File: config.mk
export PLATFORM = sky130hd
export DESIGN_NAME = wildcard_byte_pattern_scanner
export DESIGN_NICKNAME = d
export VERILOG_FILES = /design/src/design/wbps_pkg.sv /design/src/design/wbps_window.sv /design/src/design/wildcard_byte_pattern_scanner.sv
export SDC_FILE = /design/constraint.sdc
export NUM_CORES = 1
export LEC_CHECK = 0
export BUFFER_PORTS_ARGS = -buffer_cell sky130_fd_sc_hd__buf_2
export CORE_MARGIN = 10
export CORE_UTILIZATION = 50
export CTS_BUF_LIST = sky130_fd_sc_hd__clkbuf_4 sky130_fd_sc_hd__clkbuf_8
export CTS_CLUSTER_DIAMETER = 200
export DETAILED_ROUTE_END_ITERATION = 12
export GPL_TIMING_DRIVEN = 0
export PLACE_DENSITY = 0.71
export SETUP_SLACK_MARGIN = 0.15
export SLEW_MARGIN = 20
export SYNTH_ARGS = -nofsm -noshare
export SYNTH_HDL_FRONTEND = slang
export SYNTH_SLANG_ARGS = --single-unit
File: constraint.sdc
create_clock -name clk -period 14 [get_ports clk]
set_input_delay 1.4 -clock clk [delete_from_list [all_inputs] [get_ports clk]]
set_output_delay 1.4 -clock clk [all_outputs]
set_load 0.005 [all_outputs]
File: src/design/wbps_pkg.sv
// shared types and constants of the wildcard byte pattern scanner
`default_nettype none
package wbps_pkg;

	localparam int CFG_DATA_W  = 64;
	localparam int CFG_INDEX_W = 3;
	localparam int PAT_BYTES   = 16;
	localparam int LEN_W       = 5;
	localparam int COUNT_W     = 32;

	// result limit value that disables the limit
	localparam logic [COUNT_W-1:0] NO_LIMIT = '0;

	typedef logic [7:0] byte_t;

	typedef enum logic [CFG_INDEX_W-1:0] {
		CFG_PAT_LOW   = 3'd0,
		CFG_PAT_HIGH  = 3'd1,
		CFG_CARE      = 3'd2,
		CFG_LENGTH    = 3'd3,
		CFG_RANGE_MIN = 3'd4,
		CFG_RANGE_MAX = 3'd5,
		CFG_LIMIT     = 3'd6
	} cfg_index_t;

	typedef enum logic [1:0] {
		KIND_MATCH     = 2'd0,
		KIND_END_FOUND = 2'd1,
		KIND_END_EMPTY = 2'd2
	} result_kind_t;

	// window control from the input side
	typedef struct packed {
		logic shift;
		logic restart;
		logic flush;
	} win_ctrl_t;

endpackage
`default_nettype wire

File: src/design/wbps_window.sv
// byte shift window with fill count and masked parallel pattern compare
`default_nettype none
module wbps_window
	import wbps_pkg::*;
#(
	parameter int MAX_PATTERN = 16
) (
	input  wire logic                     clk,
	input  wire logic                     arst_n,
	input  wire win_ctrl_t                ctrl,
	input  wire byte_t                    byte_value,
	input  wire byte_t [PAT_BYTES-1:0]    pattern,
	input  wire logic  [PAT_BYTES-1:0]    care_mask,
	input  wire logic  [LEN_W-1:0]        len,
	output logic                          full,
	output logic                          match
);

	localparam int FILL_W = $clog2(MAX_PATTERN + 1);

	byte_t [MAX_PATTERN-1:0] window_q;
	logic  [FILL_W-1:0]      fill_q;
	logic  [FILL_W-1:0]      fill_base;

	// newest byte at index 0
	always_ff @(posedge clk) begin
		if (ctrl.shift) begin
			window_q[0] <= byte_value;
			for (int k = 1; k < MAX_PATTERN; k++) begin
				window_q[k] <= window_q[k-1];
			end
		end
	end

	assign fill_base = ctrl.restart ? '0 : fill_q;

	always_ff @(posedge clk or negedge arst_n) begin
		if (!arst_n) begin
			fill_q <= '0;
		end else if (ctrl.flush) begin
			fill_q <= '0;
		end else if (ctrl.shift) begin
			if (fill_base == FILL_W'(MAX_PATTERN)) begin
				fill_q <= fill_base;
			end else begin
				fill_q <= fill_base + FILL_W'(1);
			end
		end
	end

	assign full = (LEN_W'(fill_q) >= len);

	// window index k holds pattern byte len-1-k
	always_comb begin
		logic [LEN_W-1:0] j;
		match = 1'b1;
		j     = '0;
		for (int k = 0; k < MAX_PATTERN; k++) begin
			j = len - LEN_W'(k) - LEN_W'(1);
			if (LEN_W'(k) < len && care_mask[j[3:0]] && window_q[k] != pattern[j[3:0]]) begin
				match = 1'b0;
			end
		end
	end

endmodule
`default_nettype wire

File: src/design/wildcard_byte_pattern_scanner.sv
// Wildcard byte pattern scanner.
// Input channel (in_valid/in_ready) carries one word per memory byte with its
// address and a region start flag, or an end-of-scan word (req_type high).
// Bytes shift into a window of up to MAX_PATTERN bytes, emptied at each region
// start; once it holds pattern_length bytes it is compared with the pattern,
// wildcard bytes being those whose care_mask bit is clear. Matches whose start
// address lies in [range_min, range_max] are reported on the output channel
// (out_valid/out_ready); a start above range_max or reaching result_limit
// stops matching until end of scan, which reports whether anything was found.
// Configuration is written through cfg_write/cfg_index/cfg_data; the user
// must write it only while idle, since the block itself does not enforce it.
// Throughput: one word per cycle while the output is not stalled. An accepted
// word waits in an input stage, then its result goes to the output register.
// Words that cause no result are dropped at the output register stage.
// When the receiver stalls, the output register holds its word and the input
// stage can still take one more word; in_ready then falls until it drains.
// Reset clears the window fill, match count, stop flag and both valid flags,
// and restores register defaults (length 1, full address range, no limit).
`default_nettype none
module wildcard_byte_pattern_scanner
	import wbps_pkg::*;
#(
	parameter int MAX_PATTERN = 16,
	parameter int ADDR_BITS   = 48
) (
	input  wire logic                   clk,
	input  wire logic                   arst_n,
	input  wire logic                   cfg_write,
	input  wire logic [CFG_INDEX_W-1:0] cfg_index,
	input  wire logic [CFG_DATA_W-1:0]  cfg_data,
	input  wire logic                   in_valid,
	output logic                        in_ready,
	input  wire logic                   req_type,
	input  wire logic [7:0]             byte_value,
	input  wire logic [ADDR_BITS-1:0]   byte_address,
	input  wire logic                   region_start,
	output logic                        out_valid,
	input  wire logic                   out_ready,
	output logic [1:0]                  result_kind,
	output logic [ADDR_BITS-1:0]        match_address,
	output logic                        limit_reached
);

	// configuration registers
	logic [CFG_DATA_W-1:0] pat_low_q;
	logic [CFG_DATA_W-1:0] pat_high_q;
	logic [PAT_BYTES-1:0]  care_q;
	logic [LEN_W-1:0]      length_q;
	logic [ADDR_BITS-1:0]  range_min_q;
	logic [ADDR_BITS-1:0]  range_max_q;
	logic [COUNT_W-1:0]    limit_q;

	always_ff @(posedge clk or negedge arst_n) begin
		if (!arst_n) begin
			pat_low_q   <= '0;
			pat_high_q  <= '0;
			care_q      <= '0;
			length_q    <= LEN_W'(1);
			range_min_q <= '0;
			range_max_q <= '1;
			limit_q     <= NO_LIMIT;
		end else if (cfg_write) begin
			unique case (cfg_index_t'(cfg_index))
				CFG_PAT_LOW:   pat_low_q   <= cfg_data;
				CFG_PAT_HIGH:  pat_high_q  <= cfg_data;
				CFG_CARE:      care_q      <= cfg_data[PAT_BYTES-1:0];
				CFG_LENGTH:    length_q    <= cfg_data[LEN_W-1:0];
				CFG_RANGE_MIN: range_min_q <= cfg_data[ADDR_BITS-1:0];
				CFG_RANGE_MAX: range_max_q <= cfg_data[ADDR_BITS-1:0];
				CFG_LIMIT:     limit_q     <= cfg_data[COUNT_W-1:0];
				default: begin
				end
			endcase
		end
	end

	byte_t [PAT_BYTES-1:0] pattern;
	logic  [LEN_W-1:0]     len;

	always_comb begin
		for (int j = 0; j < PAT_BYTES / 2; j++) begin
			pattern[j]                 = pat_low_q[8*j +: 8];
			pattern[j + PAT_BYTES / 2] = pat_high_q[8*j +: 8];
		end
	end

	// effective length: zero acts as one, clamp to window depth
	always_comb begin
		priority if (length_q == '0) begin
			len = LEN_W'(1);
		end else if (length_q > LEN_W'(MAX_PATTERN)) begin
			len = LEN_W'(MAX_PATTERN);
		end else begin
			len = length_q;
		end
	end

	// input stage
	logic                 valid_s1;
	logic                 end_s1;
	logic [ADDR_BITS-1:0] addr_s1;
	logic                 in_accept;
	logic                 adv;

	assign adv       = valid_s1 && (!out_valid || out_ready);
	assign in_ready  = !valid_s1 || adv;
	assign in_accept = in_valid && in_ready;

	always_ff @(posedge clk or negedge arst_n) begin
		if (!arst_n) begin
			valid_s1 <= 1'b0;
		end else if (in_accept) begin
			valid_s1 <= 1'b1;
		end else if (adv) begin
			valid_s1 <= 1'b0;
		end
	end

	always_ff @(posedge clk) begin
		if (in_accept) begin
			end_s1  <= req_type;
			addr_s1 <= byte_address;
		end
	end

	// window is updated on acceptance, so it matches the word in the input stage
	win_ctrl_t win_ctrl;
	logic      win_full;
	logic      win_match;

	assign win_ctrl.shift   = in_accept && !req_type;
	assign win_ctrl.restart = region_start;
	assign win_ctrl.flush   = in_accept && req_type;

	wbps_window #(
		.MAX_PATTERN(MAX_PATTERN)
	) u_window (
		.clk       (clk),
		.arst_n    (arst_n),
		.ctrl      (win_ctrl),
		.byte_value(byte_value),
		.pattern   (pattern),
		.care_mask (care_q),
		.len       (len),
		.full      (win_full),
		.match     (win_match)
	);

	// scan state and result decision
	logic [COUNT_W-1:0]   match_count_q;
	logic                 stopped_q;
	logic [ADDR_BITS-1:0] start_addr;
	logic                 cand;
	logic                 below_min;
	logic                 above_max;
	logic                 hit;
	logic [COUNT_W-1:0]   count_inc;
	logic                 limit_hit;
	logic                 has_result;

	assign start_addr = addr_s1 - ADDR_BITS'(len - LEN_W'(1));
	assign cand       = !end_s1 && !stopped_q && win_full;
	assign below_min  = start_addr < range_min_q;
	assign above_max  = start_addr > range_max_q;
	assign hit        = cand && !below_min && !above_max && win_match;
	assign count_inc  = (match_count_q == '1) ? match_count_q : match_count_q + COUNT_W'(1);
	assign limit_hit  = (limit_q != NO_LIMIT) && (count_inc == limit_q);
	assign has_result = end_s1 || hit;

	always_ff @(posedge clk or negedge arst_n) begin
		if (!arst_n) begin
			match_count_q <= '0;
			stopped_q     <= 1'b0;
		end else if (adv) begin
			if (end_s1) begin
				match_count_q <= '0;
				stopped_q     <= 1'b0;
			end else if (hit) begin
				match_count_q <= count_inc;
				if (limit_hit) begin
					stopped_q <= 1'b1;
				end
			end else if (cand && !below_min && above_max) begin
				stopped_q <= 1'b1;
			end
		end
	end

	// output register
	logic [1:0]           kind_q;
	logic [ADDR_BITS-1:0] addr_q;
	logic                 at_limit_q;
	logic                 load_out;

	assign load_out = adv && has_result;

	always_ff @(posedge clk or negedge arst_n) begin
		if (!arst_n) begin
			out_valid <= 1'b0;
		end else if (load_out) begin
			out_valid <= 1'b1;
		end else if (out_ready) begin
			out_valid <= 1'b0;
		end
	end

	always_ff @(posedge clk) begin
		if (load_out) begin
			if (end_s1) begin
				kind_q     <= (match_count_q != '0) ? KIND_END_FOUND : KIND_END_EMPTY;
				addr_q     <= '0;
				at_limit_q <= 1'b0;
			end else begin
				kind_q     <= KIND_MATCH;
				addr_q     <= start_addr;
				at_limit_q <= limit_hit;
			end
		end
	end

	assign result_kind   = kind_q;
	assign match_address = addr_q;
	assign limit_reached = at_limit_q;

	// checks
	a_end_clears: assert property (@(posedge clk) disable iff (!arst_n)
		adv && end_s1 |=> match_count_q == '0 && !stopped_q)
		else $error("end of scan did not clear scan state");

	a_limit_stops: assert property (@(posedge clk) disable iff (!arst_n)
		load_out && !end_s1 && limit_hit |=> stopped_q)
		else $error("result limit did not stop the scan");

	a_end_payload: assert property (@(posedge clk) disable iff (!arst_n)
		out_valid && result_kind != KIND_MATCH |-> match_address == '0 && !limit_reached)
		else $error("end of scan word carries match data");

	a_stall_holds: assert property (@(posedge clk) disable iff (!arst_n)
		!in_ready |-> valid_s1 && out_valid && !out_ready)
		else $error("input stalled without a blocked output");

endmodule
`default_nettype wire

==> impl_metrics.json <==
{
  "synth_top_family_by_area": "multiplexers",
  "grt_pass1_vias": 29200,
  "relSlewSlack": 0.202,
  "initial_utilization": 0.505,
  "nNetsFinal": 3803,
  "yosysMostFrequentCell": "dfrtp_1",
  "vias": 30500,
  "setup_viol": 0,
  "final_hold_viol_count": 0,
  "die_area_sq_um": 84900,
  "antenna_found_initial": 15,
  "synthAdderAreaFrac": 0.0549,
  "dp_slack_ns": 2.45,
  "synth_area_sq_um": 36800,
  "path_clk_slew_ns": 0.07,
  "crit_buf_inv": 9,
  "grt_max_degree": 100,
  "synth_cells": 3219,
  "cts_resized": 0,
  "postCtsHoldBufs": 0,
  "rows": 99,
  "period_share": 0.843,
  "synth_nets": 3510,
  "grt_pass1_wl_microns": 212000,
  "firstDrtPassIters": 8,
  "fin_crit_ns": 11.80,
  "postCtsSetupRepairBufs": 0,
  "tightest_slew_ns": 1.16,
  "arrival_ns": 12.20,
  "cts_made_buffers": 94,
  "viasPerCell": 6.69,
  "placedCellCount": 4375,
  "cp_max_fo": 25,
  "synth.distinct_cells": 90,
  "die_w_microns": 291,
  "io_pins": 183,
  "hp-start": "u_window.window_q[69]",
  "cp_slowest_stage_delay_ns": 0.69,
  "area_delta_synth_final_pct": 13.0,
  "clockBufferDepth": 3,
  "h-tree-depth": 3,
  "cts_tree": "built",
  "powerDensity_nw_per_um2": 204,
  "timing.rr.start": "length_q[2]",
  "clk_latency_ns": 0.75,
  "synthXorXnorAreaFrac": 0.0489,
  "ys_async_sr_fraction": 0.582,
  "rsz0062_at_grt": "no",
  "vdd_drop_max_v": 0.000101,
  "power.total_mw": 8.51,
  "cts_root_buf": "clkbuf_8",
  "worst_slack_ns": 2.20,
  "grt_usage": 0.341,
  "synth_common_cells": "268 x dfrtp_1, 240 x mux2i_1, 233 x mux2_2, 228 x edfxtp_1, 160 x ha_1",
  "maxCapViolCount": 0,
  "outcome": "finished clean",
  "crit_start": "length_q[2]",
  "hpwl_microns": 117000,
  "portBuffers": 180,
  "drc": 0,
  "crit_slowest_cell": "buf_1",
  "fmax_mhz": 84.7,
  "synth.avg_cell_area_sq_um": 11.4,
  "cts_sinks": 545,
  "hold-worst-slack_ns": 0.462,
  "ys_seq_area_frac": 0.403,
  "synth_edf_count": 228,
  "wirelength_microns": 149000,
  "tns_ns": 0,
  "worstSetupPathType": "reg -> reg",
  "ys_ff_latch": 545,
  "first_iter_violations": 3896,
  "ant_nets": 0,
  "final_cells": 4557,
  "synth_top_area_share": 0.186,
  "synthSimpleGateAreaFrac": 0.109,
  "end_kind": "flop",
  "die_h_microns": 291,
  "synth_area_leader_cell": "edfxtp_1",
  "synth_ff_type": "dfrtp_1",
  "skew_ns": 0.0578,
  "yosys_warnings": 0,
  "cp-start-kind": "flop",
  "avgRoutedWirePerCell_microns": 32.8,
  "critPathTopFamily": "compound AO/OA/AOI/OAI gates",
  "drive_gt1_frac": 0.248,
  "synthTopCellsByArea": "edfxtp_1 19%, dfrtp_1 18%, mux4_2 8.9%",
  "hp-class": "reg -> reg",
  "worstPathRequired_ns": 14.40,
  "leakage_nw": 17.3,
  "core_area_sq_um": 73000,
  "synth_compound_area_frac": 0.119,
  "synthMuxAreaShare": 0.226,
  "grt_overflow": 0,
  "place_congestion": 1.08,
  "drv_slew": 0
}
==> registers in the layout, indices dropped and copies added, names as in the netlist <==
name               flops
care_q                16
result_kind            2
stopped_q              1
pat_low_q             64
valid_s1               1
addr_s1               48
range_min_q           48
limit_q               32
match_count_q         32
range_max_q           48
length_q               5
limit_reached          1
match_address         48
u_window.window_q    128
u_window.fill_q        5
out_valid              1
end_s1                 1
pat_high_q            64
==> where the power goes <==
part / leakage (nW) / total (mW) / switching, mW / internal, mW
Clock: 1.16 / 1.72 / 0.721 / 0.999
Sequential: 5.95 / 2.30 / 0.358 / 1.94
Combinational: 10.2 / 4.49 / 2.68 / 1.81
Total: 17.3 / 8.51 / 3.76 / 4.75
==> cell families after synthesis <==
family          after synthesis
fa+ha+maj                   161
buf+inv                     344
simple gates                726
flops                       545
mux                         620
compound gates              620
xor+xnor                    203
==> metal layers <==
metal | global-route usage | routed length [microns] | vias to the layer above
met5 | 0 | 72 | -
met4 | 0.162 | 8120 | 10
met3 | 0.100 | 17200 | 390
met2 | 0.504 | 64300 | 1869
met1 | 0.452 | 59600 | 15200
li1 | - | - | 13000
==> layout by cell type, fill, tap and decap left out, drive strengths merged, types with 14 or more instances in the layout <==
master / n
a221oi: 22
a32oi: 17
o32ai: 32
mux2i: 240
clkinv: 25
o22ai: 17
a21oi: 101
mux2: 233
a31oi: 19
nor3: 52
and3b: 32
nor4: 63
buf: 272
xnor2: 118
dfstp: 49
clkbuf: 267
nand3: 55
mux4: 147
and3: 39
and4: 15
nor2: 95
edfxtp: 228
nand2b: 29
ha: 160
nand2: 150
nand4: 46
o211ai: 23
xor2: 85
o21ai: 115
o221a: 14
a211oi: 38
a21o: 68
o21a: 16
inv: 140
a211o: 38
and2: 66
nor2b: 40
dfrtp: 268
==> layout make-up <==
| class | instances | area (sq um) |
|---|---|---|
| plain buffers | 206 | 918 |
| clock buffers | 136 | 1670 |
| multi-input cells | 2330 | 20700 |
| repair buffers | 197 | 1270 |
| inverters | 138 | 520 |
| clock inverters | 42 | 543 |
| fillers | 6123 | 31300 |
| diodes | 4 | 10.0 |
| flip-flops and latches | 545 | 14800 |
| well taps | 959 | 1200 |
==> worst reg2reg max path: cells and delay by family, from the launching register on <==
| family | cells | cell delay, ns |
|---|---|---|
| compound gates | 15 | 3.68 |
| buf+inv | 9 | 3.04 |
| simple gates | 8 | 2.25 |
| fa+ha+maj | 3 | 1.18 |
| xor+xnor | 2 | 0.77 |
| flops | 1 | 0.52 |
==> path summary, 6_finish.rpt <==
kind / slack, ns / to / cells after the start
worst max register to register: 2.20 / match_address[46] / 37
worst min-delay path: 0.46 / u_window.window_q[77] / 0
min in group asynchronous: 0.58 / range_min_q[20] / 1
worst max-delay path: 2.20 / match_address[46] / 37
max in group asynchronous: 12.20 / range_max_q[5] / 3
worst min register to register: 0.46 / u_window.window_q[77] / 0
==> through the flow <==
step	util	cell area, sq um
finish	0.571	41600
global placement	0.534	38900
floorplan	-	36800
detailed placement	0.540	39400
global route	0.571	41600
CTS	0.570	41600
Note: power is estimated with default switching activity, not from simulation.
